### src/rtl/jscf_pkg.sv
// ----------------------------------------------------------------------------
// jscf_pkg
// Types, constants and lookup functions shared by the JSON colour formatter.
// ----------------------------------------------------------------------------
package jscf_pkg;

    // Fixed field widths
    localparam int CHAR_W   = 8;
    localparam int COLOUR_W = 3;
    localparam int INDENT_W = 5;
    localparam int KIND_W   = 2;

    // Plan queue depth (power of two)
    localparam int QUEUE_DEPTH = 4;

    // Symbol classes
    typedef enum logic [3:0] {
        SYM_DIGIT  = 4'd0,
        SYM_ALPHA  = 4'd1,
        SYM_QUOTE  = 4'd2,
        SYM_BSLASH = 4'd3,
        SYM_LBRACE = 4'd4,
        SYM_RBRACE = 4'd5,
        SYM_LBRACK = 4'd6,
        SYM_RBRACK = 4'd7,
        SYM_COMMA  = 4'd8,
        SYM_COLON  = 4'd9,
        SYM_DOT    = 4'd10,
        SYM_SPACE  = 4'd11,
        SYM_SIGN   = 4'd12,
        SYM_OTHER  = 4'd13
    } sym_t;

    // Lexer states
    typedef enum logic [3:0] {
        ST_AWAIT            = 4'd0,
        ST_IN_NAME_STRING   = 4'd1,
        ST_NAME_STRING_ESC  = 4'd2,
        ST_NAME_END         = 4'd3,
        ST_AWAIT_VALUE      = 4'd4,
        ST_IN_VALUE_STRING  = 4'd5,
        ST_VALUE_STRING_ESC = 4'd6,
        ST_VALUE_STRING_END = 4'd7,
        ST_CONSUME_NUMERIC  = 4'd8,
        ST_CONSUME_FLOAT    = 4'd9,
        ST_CONSUME_BOOL     = 4'd10
    } lex_state_t;

    // Transition table marker for an illegal move
    localparam logic [3:0] NEXT_ILLEGAL = 4'd11;

    // Token kinds
    typedef enum logic [1:0] {
        TOK_LIT    = 2'd0,
        TOK_COLOUR = 2'd1,
        TOK_ALARM  = 2'd2,
        TOK_BREAK  = 2'd3
    } tok_kind_t;

    // Token slots of one byte, in emission order
    localparam int SLOT_ALARM  = 0;
    localparam int SLOT_PRE    = 1;
    localparam int SLOT_COLOUR = 2;
    localparam int SLOT_LIT    = 3;
    localparam int SLOT_POST   = 4;
    localparam int NUM_SLOTS   = 5;

    // Characters
    localparam logic [CHAR_W-1:0] CH_TAB    = 8'h09;
    localparam logic [CHAR_W-1:0] CH_LF     = 8'h0A;
    localparam logic [CHAR_W-1:0] CH_SPACE  = 8'h20;
    localparam logic [CHAR_W-1:0] CH_QUOTE  = 8'h22;
    localparam logic [CHAR_W-1:0] CH_PLUS   = 8'h2B;
    localparam logic [CHAR_W-1:0] CH_COMMA  = 8'h2C;
    localparam logic [CHAR_W-1:0] CH_MINUS  = 8'h2D;
    localparam logic [CHAR_W-1:0] CH_DOT    = 8'h2E;
    localparam logic [CHAR_W-1:0] CH_ZERO   = 8'h30;
    localparam logic [CHAR_W-1:0] CH_NINE   = 8'h39;
    localparam logic [CHAR_W-1:0] CH_COLON  = 8'h3A;
    localparam logic [CHAR_W-1:0] CH_UP_A   = 8'h41;
    localparam logic [CHAR_W-1:0] CH_UP_Z   = 8'h5A;
    localparam logic [CHAR_W-1:0] CH_LBRACK = 8'h5B;
    localparam logic [CHAR_W-1:0] CH_BSLASH = 8'h5C;
    localparam logic [CHAR_W-1:0] CH_RBRACK = 8'h5D;
    localparam logic [CHAR_W-1:0] CH_LO_A   = 8'h61;
    localparam logic [CHAR_W-1:0] CH_LO_Z   = 8'h7A;
    localparam logic [CHAR_W-1:0] CH_LBRACE = 8'h7B;
    localparam logic [CHAR_W-1:0] CH_RBRACE = 8'h7D;

    // Colour codes
    localparam logic [COLOUR_W-1:0] COL_WHITE   = 3'd0;
    localparam logic [COLOUR_W-1:0] COL_BLUE    = 3'd1;
    localparam logic [COLOUR_W-1:0] COL_GREEN   = 3'd2;
    localparam logic [COLOUR_W-1:0] COL_CYAN    = 3'd3;
    localparam logic [COLOUR_W-1:0] COL_RED     = 3'd4;
    localparam logic [COLOUR_W-1:0] COL_MAGENTA = 3'd5;

    // Work plan for one byte, handed from front to back
    typedef struct packed {
        logic [NUM_SLOTS-1:0] slots;
        logic [CHAR_W-1:0]    char_val;
        logic [COLOUR_W-1:0]  colour;
        logic [INDENT_W-1:0]  indent;
        logic                 post_space;
    } plan_t;

    // Transition table, rows by state, columns by symbol class
    localparam logic [3:0] NEXT_TAB [11][14] = '{
        '{4'd8, 4'd10, 4'd1, 4'd11, 4'd0, 4'd0, 4'd0, 4'd0, 4'd0, 4'd11,
          4'd11, 4'd0, 4'd8, 4'd11},
        '{4'd1, 4'd1, 4'd3, 4'd2, 4'd1, 4'd1, 4'd1, 4'd1, 4'd1, 4'd1,
          4'd1, 4'd1, 4'd1, 4'd1},
        '{4'd1, 4'd1, 4'd1, 4'd1, 4'd1, 4'd1, 4'd1, 4'd1, 4'd1, 4'd1,
          4'd1, 4'd1, 4'd1, 4'd1},
        '{4'd11, 4'd11, 4'd11, 4'd11, 4'd11, 4'd11, 4'd11, 4'd11, 4'd11, 4'd4,
          4'd11, 4'd3, 4'd11, 4'd11},
        '{4'd8, 4'd10, 4'd5, 4'd11, 4'd0, 4'd11, 4'd0, 4'd11, 4'd11, 4'd11,
          4'd11, 4'd4, 4'd8, 4'd11},
        '{4'd5, 4'd5, 4'd7, 4'd6, 4'd5, 4'd5, 4'd5, 4'd5, 4'd5, 4'd5,
          4'd5, 4'd5, 4'd5, 4'd5},
        '{4'd5, 4'd5, 4'd5, 4'd5, 4'd5, 4'd5, 4'd5, 4'd5, 4'd5, 4'd5,
          4'd5, 4'd5, 4'd5, 4'd5},
        '{4'd11, 4'd11, 4'd11, 4'd11, 4'd11, 4'd0, 4'd11, 4'd11, 4'd0, 4'd11,
          4'd11, 4'd0, 4'd11, 4'd11},
        '{4'd8, 4'd11, 4'd11, 4'd11, 4'd11, 4'd0, 4'd11, 4'd0, 4'd0, 4'd11,
          4'd9, 4'd0, 4'd11, 4'd11},
        '{4'd9, 4'd11, 4'd11, 4'd11, 4'd11, 4'd0, 4'd11, 4'd0, 4'd0, 4'd11,
          4'd11, 4'd0, 4'd11, 4'd11},
        '{4'd11, 4'd10, 4'd11, 4'd11, 4'd11, 4'd0, 4'd11, 4'd0, 4'd0, 4'd11,
          4'd11, 4'd0, 4'd11, 4'd11}
    };

    // Sort a byte into its symbol class
    function automatic sym_t classify(input logic [CHAR_W-1:0] c);
        sym_t s;
        if ((c >= CH_LO_A && c <= CH_LO_Z) || (c >= CH_UP_A && c <= CH_UP_Z)) begin
            s = SYM_ALPHA;
        end
        else if (c >= CH_ZERO && c <= CH_NINE) begin
            s = SYM_DIGIT;
        end
        else begin
            case (c)
                CH_TAB, CH_LF, CH_SPACE: s = SYM_SPACE;
                CH_MINUS, CH_PLUS:       s = SYM_SIGN;
                CH_DOT:                  s = SYM_DOT;
                CH_COLON:                s = SYM_COLON;
                CH_QUOTE:                s = SYM_QUOTE;
                CH_BSLASH:               s = SYM_BSLASH;
                CH_RBRACK:               s = SYM_RBRACK;
                CH_LBRACK:               s = SYM_LBRACK;
                CH_RBRACE:               s = SYM_RBRACE;
                CH_LBRACE:               s = SYM_LBRACE;
                CH_COMMA:                s = SYM_COMMA;
                default:                 s = SYM_OTHER;
            endcase
        end
        return s;
    endfunction

    // Table lookup; unused state codes behave as Await
    function automatic logic [3:0] next_code(input lex_state_t s, input sym_t y);
        lex_state_t row;
        row = (s > ST_CONSUME_BOOL) ? ST_AWAIT : s;
        return NEXT_TAB[row][y];
    endfunction

    // Colour shown in each state
    function automatic logic [COLOUR_W-1:0] colour_of(input lex_state_t s);
        logic [COLOUR_W-1:0] c;
        case (s)
            ST_AWAIT:            c = COL_WHITE;
            ST_IN_NAME_STRING:   c = COL_BLUE;
            ST_NAME_STRING_ESC:  c = COL_RED;
            ST_NAME_END:         c = COL_BLUE;
            ST_AWAIT_VALUE:      c = COL_WHITE;
            ST_IN_VALUE_STRING:  c = COL_CYAN;
            ST_VALUE_STRING_ESC: c = COL_RED;
            ST_VALUE_STRING_END: c = COL_CYAN;
            ST_CONSUME_NUMERIC:  c = COL_GREEN;
            ST_CONSUME_FLOAT:    c = COL_GREEN;
            ST_CONSUME_BOOL:     c = COL_MAGENTA;
            default:             c = COL_WHITE;
        endcase
        return c;
    endfunction

    // String and escape states suppress formatting
    function automatic logic in_string(input lex_state_t s);
        return (s == ST_IN_NAME_STRING) || (s == ST_NAME_STRING_ESC) ||
               (s == ST_IN_VALUE_STRING) || (s == ST_VALUE_STRING_ESC);
    endfunction

endpackage

### src/rtl/jscf_if.sv
// ----------------------------------------------------------------------------
// jscf_if
// Valid/ready stream interfaces for the character input and token output.
// ----------------------------------------------------------------------------

// Character stream: one byte of JSON text per transfer
interface jscf_char_if;
    logic                          valid;
    logic                          ready;
    logic [jscf_pkg::CHAR_W-1:0]   char_in;

    modport source (output valid, output char_in, input ready);
    modport sink   (input valid, input char_in, output ready);
endinterface

// Token stream: one formatted token per transfer
interface jscf_token_if;
    logic                          valid;
    logic                          ready;
    logic [jscf_pkg::KIND_W-1:0]   token_kind;
    logic [jscf_pkg::CHAR_W-1:0]   byte_out;
    logic [jscf_pkg::COLOUR_W-1:0] colour_code;
    logic [jscf_pkg::INDENT_W-1:0] indent_level;
    logic                          last_of_run;

    modport source (output valid, output token_kind, output byte_out, output colour_code,
                    output indent_level, output last_of_run, input ready);
    modport sink   (input valid, input token_kind, input byte_out, input colour_code,
                    input indent_level, input last_of_run, output ready);
endinterface

### src/rtl/jscf_front.sv
// ----------------------------------------------------------------------------
// jscf_front
// Accepts bytes, classifies them, steps the lexer and nesting depth, and
// builds the token plan for each byte.
// ----------------------------------------------------------------------------
module jscf_front #(
    parameter int MAX_DEPTH = 16
) (
    input  logic               clk,
    input  logic               rst_n,
    input  logic               cfg_wr_en,
    input  logic               cfg_wr_data,
    jscf_char_if.sink          char_chan,
    input  logic               queue_full,
    output logic               push,
    output jscf_pkg::plan_t    push_plan
);

    localparam int DEPTH_W = $clog2(MAX_DEPTH + 1);
    localparam int INDENT_W = jscf_pkg::INDENT_W;
    localparam logic [DEPTH_W-1:0] DEPTH_MAX = DEPTH_W'(MAX_DEPTH);
    localparam logic [DEPTH_W-1:0] DEPTH_ONE = DEPTH_W'(1);

    logic                    pretty_reg;
    jscf_pkg::lex_state_t    lex_state_reg, lex_state_next;
    logic [DEPTH_W-1:0]      depth_reg, depth_next;

    jscf_pkg::sym_t          sym;
    logic [3:0]              code;
    logic                    illegal;
    logic                    fmt;
    logic                    closer, opener;

    // Handshake
    assign char_chan.ready = !queue_full;
    assign push            = char_chan.valid && !queue_full;

    // Classification and lexer step
    always_comb
    begin
        sym     = jscf_pkg::classify(char_chan.char_in);
        code    = jscf_pkg::next_code(lex_state_reg, sym);
        illegal = (code == jscf_pkg::NEXT_ILLEGAL);
        lex_state_next = illegal ? lex_state_reg : jscf_pkg::lex_state_t'(code);
        fmt     = pretty_reg && !jscf_pkg::in_string(lex_state_reg);
        closer  = (sym == jscf_pkg::SYM_RBRACE) || (sym == jscf_pkg::SYM_RBRACK);
        opener  = (sym == jscf_pkg::SYM_LBRACE) || (sym == jscf_pkg::SYM_LBRACK);
    end

    // Saturating depth update
    always_comb
    begin
        depth_next = depth_reg;
        if (fmt && closer && depth_reg != '0)
        begin
            depth_next = depth_reg - DEPTH_ONE;
        end
        else if (fmt && opener && depth_reg != DEPTH_MAX)
        begin
            depth_next = depth_reg + DEPTH_ONE;
        end
    end

    // Token plan
    always_comb
    begin
        push_plan = '0;
        push_plan.slots[jscf_pkg::SLOT_ALARM]  = illegal;
        push_plan.slots[jscf_pkg::SLOT_PRE]    = fmt && closer;
        push_plan.slots[jscf_pkg::SLOT_COLOUR] = (lex_state_next != lex_state_reg);
        push_plan.slots[jscf_pkg::SLOT_LIT]    = 1'b1;
        push_plan.slots[jscf_pkg::SLOT_POST]   =
            fmt && (opener || sym == jscf_pkg::SYM_COMMA || sym == jscf_pkg::SYM_COLON);
        push_plan.char_val   = char_chan.char_in;
        push_plan.colour     = jscf_pkg::colour_of(lex_state_next);
        push_plan.indent     = INDENT_W'(depth_next);
        push_plan.post_space = (sym == jscf_pkg::SYM_COLON);
    end

    // State registers
    always_ff @(posedge clk or negedge rst_n)
    begin
        if (!rst_n)
        begin
            pretty_reg    <= 1'b1;
            lex_state_reg <= jscf_pkg::ST_AWAIT;
            depth_reg     <= '0;
        end
        else
        begin
            if (cfg_wr_en)
            begin
                pretty_reg <= cfg_wr_data;
            end
            if (push)
            begin
                lex_state_reg <= lex_state_next;
                depth_reg     <= depth_next;
            end
        end
    end

`ifndef SYNTHESIS
    a_depth_bound: assert property (@(posedge clk) disable iff (!rst_n)
        depth_reg <= DEPTH_MAX)
        else $error("nesting depth above limit");

    a_string_no_fmt: assert property (@(posedge clk) disable iff (!rst_n)
        push && jscf_pkg::in_string(lex_state_reg) |=> $stable(depth_reg))
        else $error("depth changed inside a string");
`endif

endmodule

### src/rtl/jscf_queue.sv
// ----------------------------------------------------------------------------
// jscf_queue
// Short FIFO of token plans between the front and back ends.
// ----------------------------------------------------------------------------
module jscf_queue (
    input  logic               clk,
    input  logic               rst_n,
    input  logic               push,
    input  jscf_pkg::plan_t    push_plan,
    output logic               full,
    input  logic               pop,
    output logic               head_valid,
    output jscf_pkg::plan_t    head_plan
);

    localparam int DEPTH = jscf_pkg::QUEUE_DEPTH;
    localparam int PTR_W = $clog2(DEPTH);
    localparam int CNT_W = PTR_W + 1;
    localparam logic [PTR_W-1:0] PTR_ONE = PTR_W'(1);
    localparam logic [CNT_W-1:0] CNT_ONE = CNT_W'(1);
    localparam logic [CNT_W-1:0] CNT_MAX = CNT_W'(DEPTH);

    jscf_pkg::plan_t     entries_reg [DEPTH];
    logic [PTR_W-1:0]    wr_ptr_reg, rd_ptr_reg;
    logic [CNT_W-1:0]    count_reg, count_next;

    assign full       = (count_reg == CNT_MAX);
    assign head_valid = (count_reg != '0);
    assign head_plan  = entries_reg[rd_ptr_reg];

    // Occupancy
    always_comb
    begin
        count_next = count_reg;
        if (push && !pop)
        begin
            count_next = count_reg + CNT_ONE;
        end
        else if (pop && !push)
        begin
            count_next = count_reg - CNT_ONE;
        end
    end

    // Pointers and count
    always_ff @(posedge clk or negedge rst_n)
    begin
        if (!rst_n)
        begin
            wr_ptr_reg <= '0;
            rd_ptr_reg <= '0;
            count_reg  <= '0;
        end
        else
        begin
            if (push)
            begin
                wr_ptr_reg <= wr_ptr_reg + PTR_ONE;
            end
            if (pop)
            begin
                rd_ptr_reg <= rd_ptr_reg + PTR_ONE;
            end
            count_reg <= count_next;
        end
    end

    // Plan storage
    always_ff @(posedge clk)
    begin
        if (push)
        begin
            entries_reg[wr_ptr_reg] <= push_plan;
        end
    end

`ifndef SYNTHESIS
    a_no_overflow: assert property (@(posedge clk) disable iff (!rst_n)
        !(push && full))
        else $error("plan pushed into full queue");

    a_no_underflow: assert property (@(posedge clk) disable iff (!rst_n)
        !(pop && !head_valid))
        else $error("plan popped from empty queue");
`endif

endmodule

### src/rtl/jscf_back.sv
// ----------------------------------------------------------------------------
// jscf_back
// Walks each token plan one slot at a time and drives the registered
// token output.
// ----------------------------------------------------------------------------
module jscf_back (
    input  logic               clk,
    input  logic               rst_n,
    input  logic               head_valid,
    input  jscf_pkg::plan_t    head_plan,
    output logic               pop,
    jscf_token_if.source       token_chan
);

    localparam int NS = jscf_pkg::NUM_SLOTS;
    localparam logic [NS-1:0] SLOT_ONE = NS'(1);

    // Plan being worked on; slots still to send
    jscf_pkg::plan_t          cur_plan_reg;
    logic [NS-1:0]            cur_slots_reg, cur_slots_next;

    // Output register
    logic                          tok_valid_reg, tok_valid_next;
    jscf_pkg::tok_kind_t           tok_kind_reg, tok_kind_next;
    logic [jscf_pkg::CHAR_W-1:0]   tok_byte_reg, tok_byte_next;
    logic [jscf_pkg::COLOUR_W-1:0] tok_colour_reg, tok_colour_next;
    logic [jscf_pkg::INDENT_W-1:0] tok_indent_reg, tok_indent_next;
    logic                          tok_last_reg, tok_last_next;

    logic                     have_cur;
    jscf_pkg::plan_t          src_plan;
    logic [NS-1:0]            src_slots;
    logic                     src_ok;
    logic                     advance;
    logic                     load;
    logic [NS-1:0]            sel;
    logic [NS-1:0]            rest;

    // Source selection and slot pick
    always_comb
    begin
        have_cur  = (cur_slots_reg != '0);
        src_plan  = have_cur ? cur_plan_reg : head_plan;
        src_slots = have_cur ? cur_slots_reg : head_plan.slots;
        src_ok    = have_cur || head_valid;
        advance   = !tok_valid_reg || token_chan.ready;
        load      = advance && src_ok;
        pop       = load && !have_cur;
        sel       = src_slots & (~src_slots + SLOT_ONE);
        rest      = src_slots & ~sel;
        cur_slots_next = load ? rest : cur_slots_reg;
        tok_valid_next = load ? 1'b1 : (advance ? 1'b0 : tok_valid_reg);
    end

    // Token fields for the picked slot
    always_comb
    begin
        tok_kind_next   = jscf_pkg::TOK_LIT;
        tok_byte_next   = '0;
        tok_colour_next = '0;
        tok_indent_next = '0;
        tok_last_next   = (rest == '0);
        if (sel[jscf_pkg::SLOT_ALARM])
        begin
            tok_kind_next = jscf_pkg::TOK_ALARM;
        end
        else if (sel[jscf_pkg::SLOT_PRE])
        begin
            tok_kind_next   = jscf_pkg::TOK_BREAK;
            tok_indent_next = src_plan.indent;
        end
        else if (sel[jscf_pkg::SLOT_COLOUR])
        begin
            tok_kind_next   = jscf_pkg::TOK_COLOUR;
            tok_colour_next = src_plan.colour;
        end
        else if (sel[jscf_pkg::SLOT_LIT])
        begin
            tok_byte_next = src_plan.char_val;
        end
        else if (src_plan.post_space)
        begin
            tok_byte_next = jscf_pkg::CH_SPACE;
        end
        else
        begin
            tok_kind_next   = jscf_pkg::TOK_BREAK;
            tok_indent_next = src_plan.indent;
        end
    end

    // Control registers
    always_ff @(posedge clk or negedge rst_n)
    begin
        if (!rst_n)
        begin
            cur_slots_reg <= '0;
            tok_valid_reg <= 1'b0;
        end
        else
        begin
            cur_slots_reg <= cur_slots_next;
            tok_valid_reg <= tok_valid_next;
        end
    end

    // Payload registers
    always_ff @(posedge clk)
    begin
        if (pop)
        begin
            cur_plan_reg <= head_plan;
        end
        if (load)
        begin
            tok_kind_reg   <= tok_kind_next;
            tok_byte_reg   <= tok_byte_next;
            tok_colour_reg <= tok_colour_next;
            tok_indent_reg <= tok_indent_next;
            tok_last_reg   <= tok_last_next;
        end
    end

    assign token_chan.valid        = tok_valid_reg;
    assign token_chan.token_kind   = tok_kind_reg;
    assign token_chan.byte_out     = tok_byte_reg;
    assign token_chan.colour_code  = tok_colour_reg;
    assign token_chan.indent_level = tok_indent_reg;
    assign token_chan.last_of_run  = tok_last_reg;

`ifndef SYNTHESIS
    a_last_clears: assert property (@(posedge clk) disable iff (!rst_n)
        load && tok_last_next |=> cur_slots_reg == '0)
        else $error("slots left after last token of a byte");

    a_no_pop_midway: assert property (@(posedge clk) disable iff (!rst_n)
        cur_slots_reg != '0 |-> !pop)
        else $error("new plan taken while one is still in progress");
`endif

endmodule

### src/rtl/json_stream_colour_formatter.sv
// ----------------------------------------------------------------------------
// json_stream_colour_formatter
// Lexes a JSON byte stream and emits colour, alarm, literal and line-break
// tokens for a terminal pretty printer.
// ----------------------------------------------------------------------------
// Usage:
//   char_chan takes one JSON byte per transfer; token_chan gives one token per
//   transfer, with last_of_run set on the final token of each byte.
//   cfg_wr_en/cfg_wr_data write pretty_enable (reset 1); write it only idle.
// Path: a byte's plan is written into the plan queue when the byte transfers;
//   the back end then loads its first token into the output register, given
//   an empty pipeline and a ready receiver.
// Throughput: one token per cycle while the receiver is ready, set by the
//   single output register; a byte gives 1 to 3 tokens on the token side.
//   The front takes a byte every cycle while the four-entry plan queue has
//   room, so short and long bytes even out.
// Reset: lexer back to Await, nesting depth 0, queue and output emptied.
// Stall: when the receiver holds token_chan.ready low the token stays put,
//   the queue fills, and char_chan.ready drops once four plans wait.
// ----------------------------------------------------------------------------
module json_stream_colour_formatter #(
    parameter int MAX_DEPTH = 16
) (
    input  logic           clk,
    input  logic           rst_n,
    input  logic           cfg_wr_en,
    input  logic           cfg_wr_data,
    jscf_char_if.sink      char_chan,
    jscf_token_if.source   token_chan
);

    logic               push;
    logic               pop;
    logic               queue_full;
    logic               head_valid;
    jscf_pkg::plan_t    push_plan;
    jscf_pkg::plan_t    head_plan;

    // Front end: classify and plan
    jscf_front #(
        .MAX_DEPTH (MAX_DEPTH)
    ) u_front (
        .clk         (clk),
        .rst_n       (rst_n),
        .cfg_wr_en   (cfg_wr_en),
        .cfg_wr_data (cfg_wr_data),
        .char_chan   (char_chan),
        .queue_full  (queue_full),
        .push        (push),
        .push_plan   (push_plan)
    );

    // Plan queue
    jscf_queue u_queue (
        .clk        (clk),
        .rst_n      (rst_n),
        .push       (push),
        .push_plan  (push_plan),
        .full       (queue_full),
        .pop        (pop),
        .head_valid (head_valid),
        .head_plan  (head_plan)
    );

    // Back end: emit tokens
    jscf_back u_back (
        .clk        (clk),
        .rst_n      (rst_n),
        .head_valid (head_valid),
        .head_plan  (head_plan),
        .pop        (pop),
        .token_chan (token_chan)
    );

endmodule
### src/flat_wrapper.sv
// flat-port wrapper written by rule: the top's interface ports become plain ports
module json_stream_colour_formatter_flat 
#(
    parameter int MAX_DEPTH = 16
)
  (clk, rst_n, cfg_wr_en, cfg_wr_data, char_chan_valid, char_chan_char_in, char_chan_ready, token_chan_valid, token_chan_token_kind, token_chan_byte_out, token_chan_colour_code, token_chan_indent_level, token_chan_last_of_run, token_chan_ready);
  jscf_char_if char_chan_i ();
  jscf_token_if token_chan_i ();
  input  logic clk;
  input  logic rst_n;
  input  logic cfg_wr_en;
  input  logic cfg_wr_data;
  input wire logic [$bits(char_chan_i.valid)-1:0] char_chan_valid;
  input wire logic [$bits(char_chan_i.char_in)-1:0] char_chan_char_in;
  output wire logic [$bits(char_chan_i.ready)-1:0] char_chan_ready;
  output wire logic [$bits(token_chan_i.valid)-1:0] token_chan_valid;
  output wire logic [$bits(token_chan_i.token_kind)-1:0] token_chan_token_kind;
  output wire logic [$bits(token_chan_i.byte_out)-1:0] token_chan_byte_out;
  output wire logic [$bits(token_chan_i.colour_code)-1:0] token_chan_colour_code;
  output wire logic [$bits(token_chan_i.indent_level)-1:0] token_chan_indent_level;
  output wire logic [$bits(token_chan_i.last_of_run)-1:0] token_chan_last_of_run;
  input wire logic [$bits(token_chan_i.ready)-1:0] token_chan_ready;
  assign char_chan_i.valid = char_chan_valid;
  assign char_chan_i.char_in = char_chan_char_in;
  assign char_chan_ready = char_chan_i.ready;
  assign token_chan_valid = token_chan_i.valid;
  assign token_chan_token_kind = token_chan_i.token_kind;
  assign token_chan_byte_out = token_chan_i.byte_out;
  assign token_chan_colour_code = token_chan_i.colour_code;
  assign token_chan_indent_level = token_chan_i.indent_level;
  assign token_chan_last_of_run = token_chan_i.last_of_run;
  assign token_chan_i.ready = token_chan_ready;
  json_stream_colour_formatter #(.MAX_DEPTH(MAX_DEPTH)) u_core (.clk(clk), .rst_n(rst_n), .cfg_wr_en(cfg_wr_en), .cfg_wr_data(cfg_wr_data), .char_chan(char_chan_i), .token_chan(token_chan_i));
endmodule
### config.mk
export PLATFORM = sky130hd
export DESIGN_NAME = json_stream_colour_formatter_flat
export DESIGN_NICKNAME = d
export VERILOG_FILES = /design/src/rtl/jscf_pkg.sv /design/src/rtl/jscf_if.sv /design/src/rtl/jscf_front.sv /design/src/rtl/jscf_queue.sv /design/src/rtl/jscf_back.sv /design/src/rtl/json_stream_colour_formatter.sv /design/src/flat_wrapper.sv
export SDC_FILE = /design/constraint.sdc
export NUM_CORES = 1
export LEC_CHECK = 0
export ABC_CLOCK_PERIOD_IN_PS = 5260
export BUFFER_PORTS_ARGS = -buffer_cell sky130_fd_sc_hd__buf_2
export CELL_PAD_IN_SITES_DETAIL_PLACEMENT = 1
export CELL_PAD_IN_SITES_GLOBAL_PLACEMENT = 2
export CORE_MARGIN = 2
export CORE_UTILIZATION = 46
export DETAILED_ROUTE_END_ITERATION = 10
export GPL_TIMING_DRIVEN = 1
export PLACE_DENSITY = 0.91
export SYNTH_ARGS = -nofsm -noshare
export SYNTH_HDL_FRONTEND = slang
export SYNTH_HIERARCHICAL = 1
export SYNTH_SLANG_ARGS = --single-unit
### constraint.sdc
create_clock -name clk -period 5.26 [get_ports clk]
set_clock_uncertainty 0.2 [all_clocks]
set_input_delay 0.263 -clock clk [delete_from_list [all_inputs] [get_ports clk]]
set_output_delay 0.263 -clock clk [all_outputs]
set_load 0.05 [all_outputs]
* Word level (Yosys, flattened, before mapping)
Memories as Yosys holds them, arrays and structs flattened.
Index checks and enable logic that the tools add are counted.
** Word-level totals
- RAM bits :: 84
- Memories kept :: 3
- Bits in registers :: 59
- Input bits :: 14
- Memory bits (read-only) :: 944
- Word-level logic and storage cells :: 143
- Output and inout port bits :: 21
** Operators by class
- Reduce and logical (&&, ||, !) cells :: 41
- Multiplexer cells :: 30
- Add/subtract/negate cells :: 7
- Equal/unequal tests :: 28
- Bitwise operators :: 7
- Order comparisons :: 9
** Memories
- (name not given) :: depth 16, bits a word 56, rd ports 1, clocked after Yosys merged registers in 0, write ports 0, RTL line jscf_pkg.sv:165 : return NEXT_TAB[row][y];
- u_core.u_queue.entries_reg :: depth 4, bits a word 21, rd ports 1, clocked after Yosys merged registers in 0, write ports 1, RTL line jscf_queue.sv:23 : jscf_pkg::plan_t entries_reg [DEPTH];
- (name not given) :: depth 16, bits a word 3, rd ports 1, clocked after Yosys merged registers in 0, write ports 0, RTL line jscf_pkg.sv:171 : case (s)
** Operators with widths (number)
- $mux W56 :: 2
- $eq A8 B6 Y1 const B :: 7
- $pmux W4 S11 :: 1
- $eq A8 B7 Y1 const B :: 5
- $mux W5 :: 7
- $eq A4 B3 Y1 const B :: 6
- $mux W4 :: 6
- $mux W17 :: 1
- $bmux W4 S4 :: 1
- $eq A8 B4 Y1 const B :: 2
- $ge A8 B7 Y1 const B :: 2
- $le A8 B7 Y1 const B :: 2
- $logic_and A1 B1 Y1 :: 14
- $eq A4 B4 Y1 const B :: 3
- $add A5 B1 Y5 const B :: 2
- $and A5 B5 Y5 :: 2
- $ge A5 B5 Y1 const B :: 2
- $logic_or A1 B1 Y1 :: 10
- $not A4 Y5 :: 2
- $not A5 Y5 :: 2
- $reduce_bool A5 Y1 :: 2
- $reduce_or A3 Y1 :: 3
- $ge A8 B6 Y1 const B :: 1
- $le A8 B6 Y1 const B :: 1
- other kinds (21) :: 36

* Longest topological paths before layout
- Depth after elaboration :: 12
- Gate-level depth with buffers :: 13
- Mapped depth without buffers :: 12

* By module
The synthesis kept the hierarchy.
** By module, submodules not included
- jscf_queue :: cells an instance 149, times used 1, area each 3606.0 µm², sequential area each 2817.7 µm²
- jscf_front :: cells an instance 267, times used 1, area each 1976.9 µm², sequential area each 251.5 µm²
- jscf_back :: cells an instance 152, times used 1, area each 1803.0 µm², sequential area each 1206.2 µm²

* Least setup slack after synthesis
OpenSTA, ideal clock, no wires.
- Kind :: input -> register
- From :: in char_chan_char_in[0]
- To :: mem u_core/u_queue/entries_reg[0][7] in the netlist's numbering, data pin
- Path buffers :: 3
- Slack :: 1.653 ns
- Required time :: 4.776 ns
- Cell stages on the path :: 12
- Data arrival time :: 3.123 ns
- Library setup time :: 0.284 ns
- Path through :: buf_6 > or3_1 > or3b_1 > buf_2 > and4_4 > buf_6 > nor2_1 > mux2_2 > a221oi_2 > o21ai_0 > a21oi_1 > o22ai_1
** RTL lines
- start: declaration :: RTL line flat_wrapper.sv:14 : input wire logic [$bits(char_chan_i.char_in)-1:0] char_chan_char_in;
- end: declaration :: RTL line jscf_queue.sv:23

==> impl_metrics.env <==
export IMPL_status="finished, final reports clean"
export IMPL_synth_cell_types=88
export IMPL_grt_pass1_vias=4807
export IMPL_synthCells=568
export IMPL_chipHeight_um=131
export IMPL_power_density_mw_per_mm2=628
export IMPL_synth_compound_area_frac=0.117
export IMPL_synth_nets=596
export IMPL_routedWlPerCell_um=20.4
export IMPL_synth_simple_gate_area_frac=0.125
export IMPL_rsz0062_at_grt="false"
export IMPL_routed_wl_um=16700
export IMPL_firstDrtPassIters=4
export IMPL_drive_gt1_frac=0.180
export IMPL_synth_top_family_by_area="simple AND/OR/NAND/NOR gates"
export IMPL_dp_final_hpwl_um=11300
export IMPL_io_pins=35
export IMPL_cts_sinks=146
export IMPL_setup_violations_final=0
export IMPL_grt_use_total=0.205
export IMPL_avgSynthCellArea_um2=13.0
export IMPL_final_min_clock_period_ns=4.39
export IMPL_cts_tree="yes"
export IMPL_synthFlopType="edfxtp_1"
export IMPL_num_vias=4786
export IMPL_die_w_um=131
export IMPL_gp_congestion=0.833
export IMPL_synth_fa_ha_area_frac=0.0247
export IMPL_grt_max_degree=25
export IMPL_vdd_drop_max_uv=254
export IMPL_rows=46
export IMPL_hold_viol=0
export IMPL_fp_coreArea_mm2=0.0158
export IMPL_finalCritPeriodShare=0.835
export IMPL_io_buffers=34
export IMPL_crit_fanout=13
export IMPL_clk_latency_ns=0.42
export IMPL_setup_worst_path_class="input pin to flip-flop"
export IMPL_n_antenna_cell=0
export IMPL_max_clock_path_buffers=2
export IMPL_path_clk_slew_ns=0.06
export IMPL_initial_utilization=0.468
export IMPL_drc=0
export IMPL_fmax_mhz=228
export IMPL_die_area_mm2=0.0171
export IMPL_yosysWarnings=6
export IMPL_synth_seq_area_share=0.579
export IMPL_ys_ff_latch=146
export IMPL_power_leakage_nw=2.90
export IMPL_maxSlewHeadroom=0.183
export IMPL_post_cts_resize_count=0
export IMPL_syn_area_mm2=0.00739
export IMPL_synthToLayoutAreaGrowth_pct=10.4
export IMPL_cp_start_kind="input pin"
export IMPL_synthDominantCellAreaShare=0.504
export IMPL_grt_pass1_wl_um=26300
export IMPL_muxShareOfSynthArea=0.0854
export IMPL_vias_per_cell=5.87
export IMPL_p_total_mw=5.12
export IMPL_globalRouteOverflowTotal=0
export IMPL_postRouteAntennaNets=0
export IMPL_synth_xor_area_frac=0.0202
export IMPL_cts_root_buf="clkbuf_16"
export IMPL_cts_buffers=17
export IMPL_cp_data_arrival_time_ns=4.30
export IMPL_finalSetupTns_ns=0
export IMPL_worstSetupEndpointType="flip-flop"
export IMPL_synthArstFlopShare=0.151
export IMPL_drt_iter0_markers=322
export IMPL_synth_edf_count=124
export IMPL_cap_violations=0
export IMPL_yosysMostFrequentCell="edfxtp_1"
export IMPL_cp_required_ns=5.17
export IMPL_synth_commonest_cells="124 x edfxtp_1, 62 x nand2_1, 39 x nor2_1, 35 x a21oi_1, 21 x dfrtp_1"
export IMPL_hold_class="input pin to flip-flop"
export IMPL_largest_reg_flops=88
export IMPL_layout_nets=615
export IMPL_maxSlewViolCount=0
export IMPL_worst_pin_slew_ns=1.23
export IMPL_antenna_found_initial=0
export IMPL_yosysTopAreaCell="edfxtp_1"
export IMPL_netlist_top_cells_area="edfxtp_1 50%, dfrtp_1 7.1%, mux4_2 5.5%"
export IMPL_final_util=0.517
export IMPL_cts_htree_levels=4
cells by family (layout without fill, tap and decap cells):
| family | count (synthesis) | count (layout) |
|---|---|---|
| AO/OA/AOI/OAI | 121 | 121 |
| other | 1 | 1 |
| multiplexers | 33 | 33 |
| buffers and inverters | 58 | 90 |
| flip-flops | 146 | 146 |
| AND/OR/NAND/NOR | 178 | 178 |
| adder cells (fa/ha/maj) | 14 | 14 |
| XOR/XNOR | 17 | 17 |
cells in the final DEF, fill, tap and decap left out, drive strengths merged, types with 4 or more instances in the layout:
cell type,count
nor4b,4
nand2,64
mux2i,6
and3,4
xor2,6
edfxtp,124
nor2,39
xnor2,11
nor3b,9
inv,15
ha,13
a22oi,5
buf,37
a221oi,5
dfrtp,21
a21oi,35
or3,4
clkbuf,19
clkinv,10
nand3b,4
nand2b,7
a31oi,6
nor3,8
o211ai,4
o22ai,6
nand3,8
and2,9
o21ai,21
a211oi,4
dlygate4sd3,5
mux2,5
mux4,22
critical path, stage by stage:
cell	delay, ns
dlygate4sd3_1	0.54
buf_2	0.20
or3_1	0.41
or3b_1	0.50
and4_4	0.23
nor2_1	0.48
mux2_2	0.41
a221oi_2	0.63
nand3b_4	0.14
nor2_1	0.25
o21ai_0	0.25
layout make-up:
type	count	area, µm²
Fill cell	1648	7610
Sequential cell	146	4280
Multi-Input combinational cell	364	2760
Clock buffer	19	433
Tap cell	216	270
Timing Repair Buffer	42	243
Clock inverter	13	119
Inverter	16	60.1
per-layer routing:
layer  vias up  track usage  routed length [µm]
met5         -            0                   0
met4         0       0.0676                 219
met3        17       0.0403                 602
met2       109        0.355                8750
met1      2459        0.261                7090
li1       2201            -                   -
path summary, 6_finish.rpt:
| check | startpoint | slack (ns) | end | cells after the start |
|---|---|---|---|---|
| setup / recovery | char_chan_char_in[0] | 0.87 | u_core/u_queue/entries_reg[1][19] | 11 |
| setup reg to reg | u_core/u_front/lex_state_reg[2] | 1.40 | u_core/u_queue/entries_reg[1][19] | 11 |
| max in group asynchronous | rst_n | 4.30 | u_core/u_front/pretty_reg | 2 |
| min in group asynchronous | rst_n | 0.18 | u_core/u_queue/count_reg[1] | 2 |
| hold reg to reg | u_core/u_queue/count_reg[2] | 0.30 | u_core/u_queue/count_reg[2] | 1 |
| hold / removal | char_chan_char_in[6] | 0.02 | u_core/u_queue/entries_reg[0][15] | 1 |
report_power, final:
group | leakage (nW) | internal, mW | switching [mW]
combinational | 1.21 | 0.724 | 1.32
clock | 0.266 | 0.687 | 0.437
sequential | 1.43 | 1.73 | 0.223
total | 2.90 | 3.14 | 1.98
stage by stage:
stage	worst slack [ns]	hold slack (ns)	area (µm²)	instances
global placement	1.29	0.0952	7550	779
detailed placement	1.01	0.100	7550	779
finish	0.868	0.0241	8160	816
global route	0.639	0.0258	8160	816
CTS	0.897	0.00729	8160	816
floorplan	1.65	-0.233	7390	568
repair_timing:
item,4_1_cts,5_1_grt
buffers inserted,0,0
endpoints found under the setup margin,0,0
hold endpoints to repair,27,0
hold buffers,5,0
No activity file was read; power rests on OpenSTA's default activity.
